## src/rtl/core/icr_pkg.sv

```systemverilog
// Shared types and constants for the integer constant recognizer.
package icr_pkg;

	localparam int SUFFIX_MAX = 3;
	localparam int SUFFIX_CW  = $clog2(SUFFIX_MAX + 1);

	// Token status codes
	typedef enum logic [1:0] {
		ST_POSSIBLE   = 2'd0,
		ST_MATCH      = 2'd1,
		ST_IMPOSSIBLE = 2'd2
	} status_t;

	// One character transaction on the input side
	typedef struct packed {
		logic       new_token;
		logic [7:0] char_code;
	} item_t;

	// One result transaction on the output side
	typedef struct packed {
		logic    in_suffix;
		status_t status;
	} result_t;

endpackage

```

## src/rtl/core/icr_in_reg.sv

```systemverilog
// Input register stage: holds one accepted character until the step logic takes it.
module icr_in_reg import icr_pkg::*; (
	input  logic  clk,
	input  logic  arst_n,
	input  logic  in_valid,
	output logic  in_ready,
	input  item_t in_item,
	output logic  valid_s1,
	input  logic  advance,
	output item_t item_s1
);

	// Take a new item whenever the stage is empty or drains this cycle
	assign in_ready = !valid_s1 || advance;

	always_ff @(posedge clk or negedge arst_n) begin
		if (!arst_n) begin
			valid_s1 <= 1'b0;
		end else if (in_ready) begin
			valid_s1 <= in_valid;
		end
	end

	// Payload needs no reset
	always_ff @(posedge clk) begin
		if (in_valid && in_ready) begin
			item_s1 <= in_item;
		end
	end

endmodule

```

## src/rtl/core/icr_step.sv

```systemverilog
// Recognizer state and the combinational next-state and result logic.
module icr_step import icr_pkg::*; (
	input  logic    clk,
	input  logic    arst_n,
	input  logic    advance,
	input  item_t   item_s1,
	output result_t result
);

	function automatic logic is_dec(input logic [7:0] c);
		return (c >= 8'h30) && (c <= 8'h39);
	endfunction

	function automatic logic is_oct(input logic [7:0] c);
		return (c >= 8'h30) && (c <= 8'h37);
	endfunction

	function automatic logic is_hexd(input logic [7:0] c);
		return is_dec(c) || ((c >= 8'h61) && (c <= 8'h66)) || ((c >= 8'h41) && (c <= 8'h46));
	endfunction

	function automatic logic is_u(input logic [7:0] c);
		return (c == 8'h75) || (c == 8'h55);
	endfunction

	function automatic logic is_l(input logic [7:0] c);
		return (c == 8'h6c) || (c == 8'h4c);
	endfunction

	function automatic logic long_pair(input logic [7:0] a, input logic [7:0] b);
		return ((a == 8'h6c) && (b == 8'h6c)) || ((a == 8'h4c) && (b == 8'h4c));
	endfunction

	localparam logic [7:0] CH_ZERO = 8'h30;
	localparam logic [7:0] CH_X_LO = 8'h78;
	localparam logic [7:0] CH_X_UP = 8'h58;

	// Stored state
	status_t              overall_q, dec_q, oct_q, hex_q;
	logic                 hex_first_q, hex_want_x_q, hex_want_dig_q;
	logic                 suf_mode_q;
	logic [SUFFIX_CW-1:0] suf_cnt_q;
	logic [7:0]           suf_chars_q [SUFFIX_MAX];

	// State after an optional new-token clear
	status_t              overall_c, dec_c, oct_c, hex_c;
	logic                 hex_first_c, hex_want_x_c, hex_want_dig_c;
	logic                 suf_mode_c;
	logic [SUFFIX_CW-1:0] suf_cnt_c;
	logic [7:0]           suf_chars_c [SUFFIX_MAX];

	// Next state
	status_t              overall_d, dec_d, oct_d, hex_d;
	logic                 hex_first_d, hex_want_x_d, hex_want_dig_d;
	logic                 suf_mode_d;
	logic [SUFFIX_CW-1:0] suf_cnt_d;
	logic                 suf_wr;
	logic [7:0]           suf_new [SUFFIX_MAX];
	logic                 suf_ok;
	logic [7:0]           c;

	assign c = item_s1.char_code;

	// Clear to the start-of-token state on a new token
	always_comb begin
		if (item_s1.new_token) begin
			overall_c      = ST_POSSIBLE;
			dec_c          = ST_POSSIBLE;
			oct_c          = ST_POSSIBLE;
			hex_c          = ST_POSSIBLE;
			hex_first_c    = 1'b1;
			hex_want_x_c   = 1'b0;
			hex_want_dig_c = 1'b0;
			suf_mode_c     = 1'b0;
			suf_cnt_c      = '0;
			for (int i = 0; i < SUFFIX_MAX; i++) begin
				suf_chars_c[i] = 8'h00;
			end
		end else begin
			overall_c      = overall_q;
			dec_c          = dec_q;
			oct_c          = oct_q;
			hex_c          = hex_q;
			hex_first_c    = hex_first_q;
			hex_want_x_c   = hex_want_x_q;
			hex_want_dig_c = hex_want_dig_q;
			suf_mode_c     = suf_mode_q;
			suf_cnt_c      = suf_cnt_q;
			for (int i = 0; i < SUFFIX_MAX; i++) begin
				suf_chars_c[i] = suf_chars_q[i];
			end
		end
	end

	// Place the character into the suffix buffer as it would be after writing
	always_comb begin
		for (int i = 0; i < SUFFIX_MAX; i++) begin
			suf_new[i] = (suf_cnt_c == SUFFIX_CW'(i)) ? c : suf_chars_c[i];
		end
		unique case (suf_cnt_c)
			SUFFIX_CW'(0): suf_ok = is_u(suf_new[0]) || is_l(suf_new[0]);
			SUFFIX_CW'(1): suf_ok = long_pair(suf_new[0], suf_new[1]) ||
				(is_u(suf_new[0]) && is_l(suf_new[1])) ||
				(is_l(suf_new[0]) && is_u(suf_new[1]));
			SUFFIX_CW'(2): suf_ok = (is_u(suf_new[0]) && long_pair(suf_new[1], suf_new[2])) ||
				(long_pair(suf_new[0], suf_new[1]) && is_u(suf_new[2]));
			default: suf_ok = 1'b0;
		endcase
	end

	// Step the three sub-recognizers, then the overall status and suffix
	always_comb begin
		dec_d          = dec_c;
		oct_d          = oct_c;
		hex_d          = hex_c;
		hex_first_d    = hex_first_c;
		hex_want_x_d   = hex_want_x_c;
		hex_want_dig_d = hex_want_dig_c;
		overall_d      = overall_c;
		suf_mode_d     = suf_mode_c;
		suf_cnt_d      = suf_cnt_c;
		suf_wr         = 1'b0;

		if (overall_c != ST_IMPOSSIBLE) begin
			// decimal: nonzero lead digit
			if (dec_c != ST_IMPOSSIBLE) begin
				if (((c == CH_ZERO) && (dec_c != ST_MATCH)) || !is_dec(c)) begin
					dec_d = ST_IMPOSSIBLE;
				end else begin
					dec_d = ST_MATCH;
				end
			end
			// octal: leading zero then octal digits
			if (oct_c != ST_IMPOSSIBLE) begin
				if (((c != CH_ZERO) && (oct_c != ST_MATCH)) || !is_oct(c)) begin
					oct_d = ST_IMPOSSIBLE;
				end else begin
					oct_d = ST_MATCH;
				end
			end
			// hex: zero, x, then hex digits
			if (hex_c != ST_IMPOSSIBLE) begin
				priority if (hex_first_c) begin
					if (c == CH_ZERO) begin
						hex_want_x_d = 1'b1;
					end else begin
						hex_d = ST_IMPOSSIBLE;
					end
					hex_first_d = 1'b0;
				end else if (hex_want_x_c) begin
					if ((c == CH_X_LO) || (c == CH_X_UP)) begin
						hex_want_dig_d = 1'b1;
						hex_want_x_d   = 1'b0;
					end else begin
						hex_d = ST_IMPOSSIBLE;
					end
				end else if (hex_want_dig_c) begin
					hex_d = is_hexd(c) ? ST_MATCH : ST_IMPOSSIBLE;
				end else begin
					hex_d = hex_c;
				end
			end

			// combine, or switch to suffix matching after a complete match
			if (!suf_mode_c) begin
				priority if ((dec_d == ST_MATCH) || (oct_d == ST_MATCH) || (hex_d == ST_MATCH)) begin
					overall_d = ST_MATCH;
				end else if ((dec_d == ST_POSSIBLE) || (oct_d == ST_POSSIBLE) ||
					(hex_d == ST_POSSIBLE)) begin
					overall_d = ST_POSSIBLE;
				end else if (overall_c == ST_MATCH) begin
					suf_mode_d = 1'b1;
				end else begin
					overall_d = ST_IMPOSSIBLE;
				end
			end

			if (suf_mode_d) begin
				if (suf_cnt_c >= SUFFIX_CW'(SUFFIX_MAX)) begin
					overall_d = ST_IMPOSSIBLE;
				end else begin
					suf_wr    = 1'b1;
					suf_cnt_d = suf_cnt_c + SUFFIX_CW'(1);
					overall_d = suf_ok ? ST_MATCH : ST_IMPOSSIBLE;
				end
			end
		end

		result.status    = overall_d;
		result.in_suffix = suf_mode_d;
	end

	// Commit the state when the item moves to the output register
	always_ff @(posedge clk or negedge arst_n) begin
		if (!arst_n) begin
			overall_q      <= ST_POSSIBLE;
			dec_q          <= ST_POSSIBLE;
			oct_q          <= ST_POSSIBLE;
			hex_q          <= ST_POSSIBLE;
			hex_first_q    <= 1'b1;
			hex_want_x_q   <= 1'b0;
			hex_want_dig_q <= 1'b0;
			suf_mode_q     <= 1'b0;
			suf_cnt_q      <= '0;
			for (int i = 0; i < SUFFIX_MAX; i++) begin
				suf_chars_q[i] <= 8'h00;
			end
		end else if (advance) begin
			overall_q      <= overall_d;
			dec_q          <= dec_d;
			oct_q          <= oct_d;
			hex_q          <= hex_d;
			hex_first_q    <= hex_first_d;
			hex_want_x_q   <= hex_want_x_d;
			hex_want_dig_q <= hex_want_dig_d;
			suf_mode_q     <= suf_mode_d;
			suf_cnt_q      <= suf_cnt_d;
			for (int i = 0; i < SUFFIX_MAX; i++) begin
				if (suf_wr) begin
					suf_chars_q[i] <= suf_new[i];
				end else begin
					suf_chars_q[i] <= suf_chars_c[i];
				end
			end
		end
	end

endmodule

```

## src/rtl/core/icr_out_reg.sv

```systemverilog
// Output register stage: holds a result until the receiver takes it.
module icr_out_reg import icr_pkg::*; (
	input  logic    clk,
	input  logic    arst_n,
	input  logic    valid_s1,
	input  result_t result,
	output logic    advance,
	output logic    out_valid,
	input  logic    out_ready,
	output result_t result_s2
);

	// Advance when a character is held and the register is empty or being drained
	assign advance = valid_s1 && (!out_valid || out_ready);

	always_ff @(posedge clk or negedge arst_n) begin
		if (!arst_n) begin
			out_valid <= 1'b0;
		end else if (!out_valid || out_ready) begin
			out_valid <= valid_s1;
		end
	end

	always_ff @(posedge clk) begin
		if (advance) begin
			result_s2 <= result;
		end
	end

endmodule

```

## src/rtl/core/integer_constant_recognizer_unit.sv

```systemverilog
// Top level of the C integer constant recognizer.
//
// Usage:
//   Input channel s_*: one character transaction per cycle while s_tready is
//   high. s_tdata carries the ASCII byte; s_tuser set clears the recognizer
//   before that character, starting a new token.
//   Output channel m_*: one result per character. m_tdata[1:0] is the token
//   status (0 possible prefix, 1 complete match, 2 impossible); m_tuser is
//   high once the token is in its u/l/ll suffix.
//   Path: an accepted character waits in the input register; its result is
//   registered in the output register, which takes it while m_* is not stalled.
//   Throughput: one character per cycle when the receiver is not stalling, set
//   by the combinational state update between the input and output registers.
//   Stall: with m_tready low the result holds, the input register keeps one
//   more character, and s_tready then drops; nothing is lost or repeated.
//   Reset: arst_n clears both valid flags and puts the recognizer in the
//   start-of-token state, so the first token needs no s_tuser.
module integer_constant_recognizer_unit import icr_pkg::*; (
	input  logic       clk,
	input  logic       arst_n,
	input  logic       s_tvalid,
	output logic       s_tready,
	input  logic [7:0] s_tdata,   // [7:0] char_code
	input  logic       s_tuser,   // [0] new_token
	output logic       m_tvalid,
	input  logic       m_tready,
	output logic [7:0] m_tdata,   // [1:0] status, [7:2] zero
	output logic       m_tuser    // [0] in_suffix
);

	item_t   in_item;
	item_t   item_s1;
	logic    valid_s1;
	logic    advance;
	result_t result;
	result_t result_s2;

	assign in_item.char_code = s_tdata;
	assign in_item.new_token = s_tuser;

	icr_in_reg u_in_reg (
		.clk      (clk),
		.arst_n   (arst_n),
		.in_valid (s_tvalid),
		.in_ready (s_tready),
		.in_item  (in_item),
		.valid_s1 (valid_s1),
		.advance  (advance),
		.item_s1  (item_s1)
	);

	icr_step u_step (
		.clk     (clk),
		.arst_n  (arst_n),
		.advance (advance),
		.item_s1 (item_s1),
		.result  (result)
	);

	icr_out_reg u_out_reg (
		.clk       (clk),
		.arst_n    (arst_n),
		.valid_s1  (valid_s1),
		.result    (result),
		.advance   (advance),
		.out_valid (m_tvalid),
		.out_ready (m_tready),
		.result_s2 (result_s2)
	);

	// Pack the result transaction
	assign m_tdata = {6'b0, result_s2.status};
	assign m_tuser = result_s2.in_suffix;

endmodule
```

## config.mk

```make
export PLATFORM = sky130hd
export DESIGN_NAME = integer_constant_recognizer_unit
export DESIGN_NICKNAME = d
export VERILOG_FILES = /design/src/rtl/core/icr_pkg.sv /design/src/rtl/core/icr_in_reg.sv /design/src/rtl/core/icr_step.sv /design/src/rtl/core/icr_out_reg.sv /design/src/rtl/core/integer_constant_recognizer_unit.sv
export SDC_FILE = /design/constraint.sdc
export NUM_CORES = 1
export LEC_CHECK = 0
export ABC_AREA = 1
export BUFFER_PORTS_ARGS = -buffer_cell sky130_fd_sc_hd__buf_4
export CAP_MARGIN = 30
export CORE_ASPECT_RATIO = 0.5
export CORE_MARGIN = 3
export CORE_UTILIZATION = 30
export DETAILED_ROUTE_END_ITERATION = 16
export PLACE_DENSITY = 0.56
export SLEW_MARGIN = 20
export SYNTH_ARGS = -nofsm -noshare
export SYNTH_HDL_FRONTEND = slang
export SYNTH_SLANG_ARGS = --single-unit
```

## constraint.sdc

```tcl
create_clock -name clk -period 3.8 [get_ports clk]
set_input_delay 0.76 -clock clk [delete_from_list [all_inputs] [get_ports clk]]
set_output_delay 0.76 -clock clk [all_outputs]
set_load 0.05 [all_outputs]
```

# Word-level counts from Yosys, hierarchy flattened
# Cells that the tools add are included.
[word_totals]
input_bits = 13
regBits = 52
[classes]
add_sub_neg = 1
n_lt_le_gt_ge = 8
n_reduce_logical = 46
muxes = 67
n_eq_ne = 28
[ops]
columns = ["cell", "n"]
rows = [
  ["8-bit by 7-bit == test with 1-bit output, second input constant", 14],
  ["2-bit 2-to-1 mux", 33],
  ["8-bit 2-to-1 mux", 6],
  ["1-bit 2-to-1 mux", 26],
  ["24-bit 2-to-1 mux", 1],
  ["1-bit logical OR", 22],
  ["8-bit by 7-bit greater-or-equal comparator with 1-bit output, second input constant", 2],
  ["8-bit by 6-bit less-or-equal comparator with 1-bit output, second input constant", 2],
  ["8-bit by 7-bit less-or-equal comparator with 1-bit output, second input constant", 2],
  ["1-bit logical AND", 16],
  ["2-bit by 1-bit == test with 1-bit output, second input constant", 5],
  ["8-bit by 6-bit == test with 1-bit output, second input constant", 1],
  ["8-bit by 6-bit greater-or-equal comparator with 1-bit output, second input constant", 1],
  ["2-bit zero test", 4],
  ["2-bit != test, second input constant", 4],
  ["8-bit by 6-bit != test with 1-bit output, second input constant", 1],
  ["1-bit zero test", 4],
  ["2-bit by 1-bit != test with 1-bit output, second input constant", 2],
  ["1-bit one-hot mux with 3 select lines", 1],
  ["2-bit by 1-bit adder with 2-bit output, second input constant", 1],
  ["2-bit == test, second input constant", 1],
  ["2-bit greater-or-equal comparator, second input constant", 1],
]

# Logic depth before layout (Yosys ltp)
# Gate-level depths: netlist of run 1.
[depth]
word_depth = 19
depth_mapped = 21
depth_no_buf = 19

# By module
# Synthesis of run 1 repeated with hierarchy kept, for this count alone.
[hier_totals]
cells_unflattened = 501
hier_area_um2 = 3393.3
[modules_own_cells]
columns = ["mod", "cells_per_inst", "area_each_um2", "n_inst", "seq_area_each_um2"]
rows = [
  ["icr_step", 470, 2890.3, 1, 902.1],
  ["icr_in_reg", 15, 315.3, 1, 295.3],
  ["icr_out_reg", 9, 138.9, 1, 115.1],
  ["integer_constant_recognizer_unit", 7, 48.8, 1, 0.0],
]

# Least setup slack after synthesis of run 1
# Ideal clock, no wire load.
[synth_timing]
path_type = "register -> register"
start = "register, netlist name u_in_reg.item_s1[8]"
end = "register, netlist name u_out_reg.result_s2[0]"
period_less_slack_ns = 2.126
t_arrival_ns = 1.871
path_slack_ns = 1.674
stages_incl_launch_ff = 20
cell_sequence = "edfxtp_1 > inv_2 > buf_6 > nand2_4 > nor2_2 > buf_2 > nand2_1 > nand2_1 > nor2_1 > nand2_1 > nor2_1 > nand2_1 > nand2_1 > nand2_1 > nand2_1 > nand2_1 > nand2_1 > nor2_1 > nand2_2 > and3_1"

# Worst setup path after layout of run 1
[layout_timing]
start = "register, netlist name u_in_reg.item_s1[1]"
end = "register u_step.suf_chars_q[6] (netlist name)"
[layout_between]
elab_chain_len = 19
elab_cells_between_ends = 55
[layout_rtl]
columns = ["item", "line_no", "source"]
rows = [
  ["8-bit by 6-bit greater-or-equal comparator with 1-bit output (tied with other cells)", "icr_step.sv:11, icr_step.sv:15", ""],
  ["1-bit logical AND, on equally long branches", "icr_step.sv:11, icr_step.sv:19", ""],
  ["1-bit logical OR (2 in a row)", "icr_step.sv:19", "return is_dec(c) || ((c >= 8'h61) && (c <= 8'h66)) || ((c >= 8'h41) && (c <= 8'h46));"],
  ["2-bit 2-to-1 mux", "icr_step.sv:158", "hex_d = is_hexd(c) ? ST_MATCH : ST_IMPOSSIBLE;"],
  ["2-bit 2-to-1 mux", "icr_step.sv:157", "end else if (hex_want_dig_c) begin"],
  ["2-bit 2-to-1 mux", "icr_step.sv:150", "end else if (hex_want_x_c) begin"],
  ["2-bit 2-to-1 mux", "icr_step.sv:143", "priority if (hex_first_c) begin"],
  ["2-bit 2-to-1 mux", "icr_step.sv:142", "if (hex_c != ST_IMPOSSIBLE) begin"],
  ["(+2 left out)", "n/a", ""],
  ["1-bit logical OR", "icr_step.sv:168", "end else if ((dec_d == ST_POSSIBLE) || (oct_d == ST_POSSIBLE) ||"],
  ["1-bit 2-to-1 mux", "icr_step.sv:168", ""],
  ["1-bit 2-to-1 mux (*)", "icr_step.sv:166", "priority if ((dec_d == ST_MATCH) || (oct_d == ST_MATCH) || (hex_d == ST_MATCH)) begin"],
  ["1-bit 2-to-1 mux (*)", "icr_step.sv:165", "if (!suf_mode_c) begin"],
  ["1-bit 2-to-1 mux (*)", "icr_step.sv:124", "if (overall_c != ST_IMPOSSIBLE) begin"],
  ["1-bit 2-to-1 mux (*)", "icr_step.sv:178", "if (suf_mode_d) begin"],
  ["1-bit 2-to-1 mux (*)", "icr_step.sv:124", ""],
  ["8-bit 2-to-1 mux (*)", "icr_step.sv:219", "if (suf_wr) begin"],
  ["end signal, assigned by index", "icr_step.sv:220", "suf_chars_q[i] <= suf_new[i];"],
  ["end signal, assigned by index", "icr_step.sv:222", "suf_chars_q[i] <= suf_chars_c[i];"],
  ["end, declared", "icr_step.sv:43", "logic [7:0] suf_chars_q [SUFFIX_MAX];"],
]
# Every way passes the cells marked *; elsewhere a longest branch is shown, timed or not. The select of a mux whose other input is x is not followed.
# A chain may end at the register's enable or synchronous reset.

==> results of run 1 <==
layout make-up:
| class | instances | area (um2) |
|---|---|---|
| fill | 1190 | 7320 |
| multi-input combinational | 419 | 1840 |
| sequential | 52 | 1360 |
| inverter | 60 | 225 |
| tap | 159 | 199 |
| timing repair buffer | 26 | 195 |
| clock buffer | 5 | 125 |
| clock inverter | 3 | 46.3 |
how the worst min path moves through the flow:
| stage | slack (ns) | start | depth (start not counted) | end |
|---|---|---|---|---|
| after floorplan | 0.45 | u_step.overall_q[1]$_DFFE_PN0P_ | 2 | u_step.overall_q[1]$_DFFE_PN0P_ |
| after global placement | 0.46 | u_step.suf_chars_q[9]$_DFFE_PN0P_ | 2 | u_step.suf_chars_q[9]$_DFFE_PN0P_ |
| after detailed placement | 0.47 | u_step.suf_chars_q[13]$_DFFE_PN0P_ | 2 | u_step.suf_chars_q[13]$_DFFE_PN0P_ |
| after CTS | 0.47 | arst_n | 1 | u_step.suf_chars_q[14]$_DFFE_PN0P_ |
| after global routing | 0.49 | arst_n | 1 | u_step.suf_chars_q[14]$_DFFE_PN0P_ |
| final | 0.44 | arst_n | 1 | u_step.suf_chars_q[19]$_DFFE_PN0P_ |
layer usage:
layer / up-vias / global-route usage / wire length, um
met3: 8 / 0.0309 / 479
li1: 1764 / - / -
met4: 0 / 0.0315 / 88
met2: 73 / 0.215 / 3850
met5: - / 0 / 0
met1: 1575 / 0.217 / 5020
registers in the layout (all words and copies together) (netlist names):
signal                 cells
u_step.overall_q           2
u_step.suf_cnt_q           2
u_out_reg.out_valid        1
u_step.dec_q               2
u_step.oct_q               2
u_step.suf_chars_q        24
u_out_reg.result_s2        3
u_step.suf_mode_q          1
u_step.hex_want_dig_q      1
u_in_reg.valid_s1          1
u_step.hex_first_q         1
u_step.hex_q               2
u_in_reg.item_s1           9
u_step.hex_want_x_q        1
worst max-delay path, cell delays in order (launching register included):
cell	delay, ns
edfxtp_1	0.53
nor2_2	0.18
nand2_1	0.11
nor2_1	0.16
nand2_1	0.11
a21oi_1	0.14
a211oi_1	0.08
nor2_1	0.21
nand2_1	0.14
a21oi_4	0.45
buf_4	0.29
nand4_1	0.11
nand3_1	0.10
nand2_1	0.06
cells in the mapped netlist, drive strengths merged:
master / n
nand2: 222
nor2: 70
inv: 60
nand3: 47
dfrtp: 39
nand4: 29
o21ai: 28
buf: 20
edfxtp: 12
clkbuf: 9
a21oi: 4
o21bai: 3
nor3: 2
o22ai: 2
a211oi: 1
a22oi: 1
and3: 1
conb: 1
dfstp: 1
nand3b: 1
nor4: 1
o21ba: 1
kinds of logic (layout without fill, tap and decap cells):
logic type             Yosys count  after routing  synth area share
AO/OA/AOI/OAI                   40             40            0.0645
flip-flops                      52             52             0.380
other                            1              6           0.00105
buffers and inverters           89             94             0.112
AND/OR/NAND/NOR                373            373             0.442
power breakdown:
part | switching [uW] | internal [uW] | total (uW)
clock | 229 | 314 | 543
sequential | 61.9 | 669 | 731
combinational | 378 | 157 | 535
total | 669 | 1140 | 1810
through the flow:
step | hold slack, ns | instance area, um2 | std cells | power [uW]
5_1_grt | 0.489 | 3990 | 724 | 1930
2_1_floorplan | 0.449 | 3610 | 560 | 1140
3_3_place_gp | 0.464 | 3820 | 716 | 1280
6_report | 0.444 | 3990 | 724 | 1810
3_5_place_dp | 0.465 | 3820 | 716 | 1280
4_1_cts | 0.469 | 3990 | 724 | 1820
==> metrics.cfg, run 1 <==
[run_status]
status=completed

[sta]
setup_slack_ns=0.996
finalCriticalPeriod_ns=2.80
tightestPinTransition_ns=0.602
max_freq_ghz=0.357
max_slew_margin=0.598
finalClockSkew_ns=0.00858
rsz0062_at_grt=false
setup_viol=0
tns_ns=0
period_share=0.738
drv_slew=0
hold_viol=0

[die]
io_pins=24
die_h_um=83.3
die_area_um2=13400
start_util=0.317
fp-row-count=27
core_area_um2=11300
die_x_um=161

[synthesis]
yosys_warnings=0
yosysTopAreaCellShare=0.272
netlist_instances=555
avgSynthCellArea_um2=6.46
synth_cell_types=32
synth.cell_area_um2=3590
ys_ff_latch=52
synth_top_area_cell=dfrtp_1
ys_seq_area_frac=0.380
yosys-top-cells-area=dfrtp_1, nand2_1, edfxtp_1

[placed_design]
place_congestion=0.893
place_ws_ns=1.10
place_hpwl_um=6660
place.port_buffers=17

[setup_path]
crit_start=u_in_reg.item_s1[1]$_DFFE_PP_
crit_type=reg -> reg
required_ns=3.99
critPathMaxFanout=16
crit_path_end_kind=flip-flop
reg2reg_from=u_in_reg.item_s1[1]$_DFFE_PP_
critPathLaunchType=flip-flop
ff2ff_setup_slack_ns=1.0
crit_end=u_step.suf_chars_q[6]$_DFFE_PN0P_
worst_ep_arrival_time_ns=3.00
crit-reg2reg-capture=u_step.suf_chars_q[6]$_DFFE_PN0P_
reg2regPathDepth=13

[drt]
routed_wl_um=9440
drtIter0Drc=277
via_count=3420
wl_per_cell_um=13.0
via_per_inst=4.72
first_pass_iters=4
drc=0
drtAntennaViolNets=0

[clock_tree]
clk_latency_ns=0.31
cts_buffer_depth=2
clockRootBuffer=clkbuf_16
cts_buffers=5
clock-sinks=52
cts_resized=0
clkTransAtPathRegs_ns=0.08
cts_tree=done
htree_levels=2
postCtsHoldBufs=0
postCtsSetupRepairBufs=0

[global_route]
antenna_found_initial=0
grt-ovfl-total=0
grt_pass1_vias=3230
grt_usage=0.146
grt_max_degree=41
grt_pass1_wl_um=16100

[layout]
drive_gt1_frac=0.0903
final_common_cell=nand2_1
antenna_cells=0
finish.utilization=0.353
synthToLayoutAreaGrowth_pct=11.3
fin_nets=577
layout_common_cells=nand2_1, nor2_1, inv_1, nand3_1, dfrtp_1

[worst_hold_path]
hold_class=in -> async

[power]
p_leak_uw=0.00208
power_density_nw_per_um2=453
ir_worst_vdd_mv=0.216

[run]
max_cap_viol_count=0

No activity file was read; power rests on OpenSTA's default activity.
==> inputs of run 2 (changes only) <==
ABC_AREA = 0   (was 1)
PLACE_DENSITY = 0.57   (was 0.56)
clock period = 2.93 ns   (was 3.8 ns; I/O delays follow)
==> metrics.cfg, run 2 <==
[synthesis]
avgSynthCellArea_um2=10.6
ys_async_sr_fraction=0.733
yosys_warnings=0
yosys-top-cells-area=dfrtp_1, edfxtp_1, a22o_1
synth.most_common_cell=dfrtp_1
ys_seq_area_frac=0.459
synth.cell_area_um2=2590
ys_top_cells_by_count=dfrtp_1, nor2_1, a22o_1, nand2_1, edfxtp_1
ys_ff_latch=45
synth_cell_types=71
synth_edf_count=12
synthFlopType=dfrtp_1
yosysTopAreaCellShare=0.309
netlist_instances=245
synth_top_area_cell=dfrtp_1

[setup_path]
critPathLaunchType=flip-flop
cp_slowest_cell=edfxtp_1
required_ns=3.15
critPathTopFamily=compound AO/OA/AOI/OAI gates
critPathMaxStageDelay_ns=0.54
worst_ep_arrival_time_ns=2.86
critPathMaxFanout=12
crit_cells=7
crit_path_end_kind=flip-flop
crit_type=reg -> reg
reg2regPathDepth=7
path_cells=nand4bb_1, o32ai_1, a2111o_2, nand4_1, o21ai_2, and3_1, a32o_1
crit_buf_inv=0
ff2ff_setup_slack_ns=0.29

[layout]
stdcell_count=377
fin_nets=277
layout_common_cells=dfrtp_1, buf_4, nor2_1, a22o_1, nand2_1
top_register=u_step.suf_chars_q
largest_reg_flops=17
fill_cells=834
drive_gt1_frac=0.215
final_common_cell=dfrtp_1
top_regs=u_step.suf_chars_q x17, u_in_reg.item_s1 x9, u_out_reg.result_s2 x3
synthToLayoutAreaGrowth_pct=14.3
antenna_cells=0
finish.utilization=0.361

[clock_tree]
cts_resized=0
clk_latency_ns=0.28
htree_levels=2
clockRootBuffer=clkbuf_16
postCtsSetupRepairBufs=0
cts_tree=done
clock-sinks=45
cts_buffers=5
cts_buffer_depth=2
postCtsHoldBufs=0
clkTransAtPathRegs_ns=0.06

[sta]
finalClockSkew_ns=0.00258
max_freq_ghz=0.378
tightestPinTransition_ns=0.530
finalCriticalPeriod_ns=2.64
setup_viol=0
rsz0062_at_grt=false
hold_viol=0
tns_ns=0
period_share=0.902
max_slew_margin=0.646
drv_slew=0

[die]
die_x_um=137
start_util=0.316
die_h_um=71.7
die_area_um2=9850
core_area_um2=8200
fp-row-count=23
io_pins=24

[placed_design]
place_congestion=0.875
place_inst=369
place_hpwl_um=4540
place.port_buffers=17

[drt]
via_per_inst=5.40
routed_wl_um=6170
wl_met1_um=2880
wl_met2_um=2880
met3_length_um=341
first_pass_iters=7
drtIter0Drc=109
wl_per_cell_um=16.4
routed.top_layer=met4
drc=0
via_count=2034
drtAntennaViolNets=0

[run_status]
status=completed

[global_route]
grt_pass1_wl_um=10300
grt-ovfl-total=0
grt_usage=0.132
grt_pass1_vias=1971
grt_max_degree=34
antenna_found_initial=0

[run]
max_cap_viol_count=0

[power]
power_density_nw_per_um2=631
p_leak_uw=0.00121
p_total_uw=1870
ir_worst_vdd_mv=0.187

[worst_hold_path]
hold_class=in -> async

run 2: final cells by class:
cell class                 count  area [um2]  area share
timing repair buffer          28         210      0.0711
tap                          112         140      0.0474
clock inverter                 2        33.8      0.0114
sequential                    45        1190       0.401
multi-input combinational    173        1220       0.411
inverter                      11        41.3      0.0140
clock buffer                   6         129      0.0436
run 2: kinds of logic (layout without fill, tap and decap cells):
family,after synthesis,after routing,synth area share
and+or+nand+nor,84,84,0.194
AOI/OAI and AO/OA,77,77,0.243
DFF,45,45,0.459
buffers and inverters,32,47,0.0788
muxes,6,6,0.0242
other,1,6,0.00145
run 2: final timing paths:
path,from,to
hold / removal,arst_n,u_step.suf_chars_q[18]$_DFFE_PN0P_
max in group asynchronous,arst_n,u_step.hex_first_q$_DFFE_PN1P_
setup / recovery,u_in_reg.item_s1[7]$_DFFE_PP_,u_step.suf_chars_q[10]$_DFFE_PN0P_
min in group clk,u_step.dec_q[0]$_DFFE_PN0P_,u_step.dec_q[0]$_DFFE_PN0P_
setup reg to reg,u_in_reg.item_s1[7]$_DFFE_PP_,u_step.suf_chars_q[10]$_DFFE_PN0P_
hold reg to reg,u_step.dec_q[0]$_DFFE_PN0P_,u_step.dec_q[0]$_DFFE_PN0P_
run 2: per-layer routing:
layer  global-route usage  vias up
li1                     -      952
met5                    0        -
met4               0.0288        0
met3               0.0316        6
met1                0.187     1017
met2                0.206       59
run 2: through the flow:
stage	worst slack, ns	cell area (um2)	hold WS (ns)
2_1_floorplan	0.611	2610	0.290
3_3_place_gp	0.414	2800	0.453
3_5_place_dp	0.331	2800	0.469
4_1_cts	0.284	2960	0.266
5_1_grt	0.0955	2960	0.283
6_report	0.288	2960	0.244
run 2: power breakdown:
| group | internal [uW] | switching, uW | total (uW) |
|---|---|---|---|
| clock | 400 | 221 | 620 |
| combinational | 170 | 268 | 438 |
| sequential | 729 | 80.6 | 809 |
==> inputs of run 3 (changes only) <==
RECOVER_POWER = 50   (was unset)
==> metrics.cfg, run 3 (same netlist as run 2, synthesis figures left out) <==
[run_status]
status=complete, but fails checks
violations=capacitance limit, slew limit

[placed_design]
place_hpwl_um=4540
place.port_buffers=17
place_ws_ns=0.331
place_congestion=0.875
place_area_um2=2800

[clock_tree]
clkTransAtPathRegs_ns=0.06
cts_resized=0
htree_levels=2
clock-sinks=45
cts_buffer_depth=2
clockRootBuffer=clkbuf_16
cts_buffers=5
clk_latency_ns=0.28
cts_tree=done
postCtsSetupRepairBufs=0
postCtsHoldBufs=0

[setup_path]
critPathLaunchType=flip-flop
reg2reg_from=u_in_reg.item_s1[7]$_DFFE_PP_
critPathTopFamily=compound AO/OA/AOI/OAI gates
cp_slowest_cell=edfxtp_1
crit_start=u_in_reg.item_s1[7]$_DFFE_PP_
path_cells=nand4bb_1, o32ai_1, a2111o_2, nand4_1, o21ai_2, and3_1, a32o_1
crit_type=reg -> reg
crit_buf_inv=0
crit_path_end_kind=flip-flop
critPathMaxStageDelay_ns=0.53
critPathMaxFanout=12
worst_ep_arrival_time_ns=2.88
required_ns=3.15

[die]
die_x_um=137
die_area_um2=9850
die_h_um=71.7
fp-row-count=23
start_util=0.316
core_area_um2=8200
io_pins=24

[sta]
tightestPinTransition_ns=1.80
setup_slack_ns=0.269
period_share=0.908
finalCriticalPeriod_ns=2.66
tns_ns=0
hold_viol=0
finalClockSkew_ns=0.00215
drv_slew=34
setup_viol=0
max_slew_margin=-0.201
max_freq_ghz=0.376
rsz0062_at_grt=false

[drt]
via_per_inst=5.44
routed.top_layer=met4
drtIter0Drc=86
routed_wl_um=6250
via_count=2052
wl_met1_um=2940
drtAntennaViolNets=0
wl_met2_um=2810
wl_per_cell_um=16.6
drc=0
first_pass_iters=4
met3_length_um=417

[layout]
largest_reg_flops=17
final_common_cell=dfrtp_1
layout_common_cells=dfrtp_1, buf_4, nor2_1, a22o_1, nand2_1
top_register=u_step.suf_chars_q
top_regs=u_step.suf_chars_q x17, u_in_reg.item_s1 x9, u_out_reg.result_s2 x3
antenna_cells=0
fin_area_um2=2950
fin_nets=277
drive_gt1_frac=0.211
synthToLayoutAreaGrowth_pct=14.1

[power]
p_leak_uw=0.00121
ir_worst_vdd_mv=0.187
power_density_nw_per_um2=632

[global_route]
grt_usage=0.132
grt_pass1_vias=1971
grt_max_degree=34
grt-ovfl-total=0
antenna_found_initial=0
grt_pass1_wl_um=10300

[worst_hold_path]
min_from=u_step.dec_q[0]$_DFFE_PN0P_
hold_class=reg -> reg

[run]
max_cap_viol_count=1

[run 3: cell types whose count changed in the layout (fill, tap and decap cells not counted)]
cell      before  now
and2_0         0    1
and2_1         4    3
buf_4         28   17
clkbuf_1       1    2
clkbuf_4       0   10
[run 3: path summary, 6_finish.rpt]
check | endpoint | slack [ns] | depth (start not counted)
min in group asynchronous | u_step.suf_chars_q[18]$_DFFE_PN0P_ | 0.79 | 1
hold / removal | u_step.dec_q[0]$_DFFE_PN0P_ | 0.48 | 1
setup reg to reg | u_step.suf_chars_q[10]$_DFFE_PN0P_ | 0.27 | 7
setup / recovery | u_step.suf_chars_q[10]$_DFFE_PN0P_ | 0.27 | 7
max in group asynchronous | u_step.dec_q[0]$_DFFE_PN0P_ | 1.11 | 1
hold reg to reg | u_step.dec_q[0]$_DFFE_PN0P_ | 0.48 | 1
[run 3: metrics by stage]
stage,utilization,cells,power (uW),hold slack (ns)
final,0.360,377,1870,0.478
after global routing,0.360,377,1970,0.493
after CTS,0.361,377,1880,0.266
after detailed placement,0.341,369,1250,0.469
after global placement,0.341,369,1240,0.453
after floorplan,-,250,1140,0.290
[run 3: area by class of cell]
type,count,area (um2)
Clock inverter,2,33.8
Tap cell,112,140
Sequential cell,45,1190
Inverter,11,41.3
Multi-Input combinational cell,173,1220
Fill cell,835,5250
Timing Repair Buffer,28,206
Clock buffer,6,129
[run 3: power by group]
group	internal, uW	switching, uW
Combinational	169	269
Sequential	729	80.5
Clock	400	222
Total	1300	571
[run 3: layer usage]
layer	track usage	vias up
li1	-	954
met1	0.187	1025
met2	0.206	67
met3	0.0316	6
met4	0.0288	0
met5	0	-
[run 3: worst register-to-register path, stage by stage (launching register included)]
cell and delay [ns]:
edfxtp_1 0.53, nand4bb_1 0.36, o32ai_1 0.29, a2111o_2 0.23, nand4_1 0.11, o21ai_2 0.42
and3_1 0.44, a32o_1 0.22
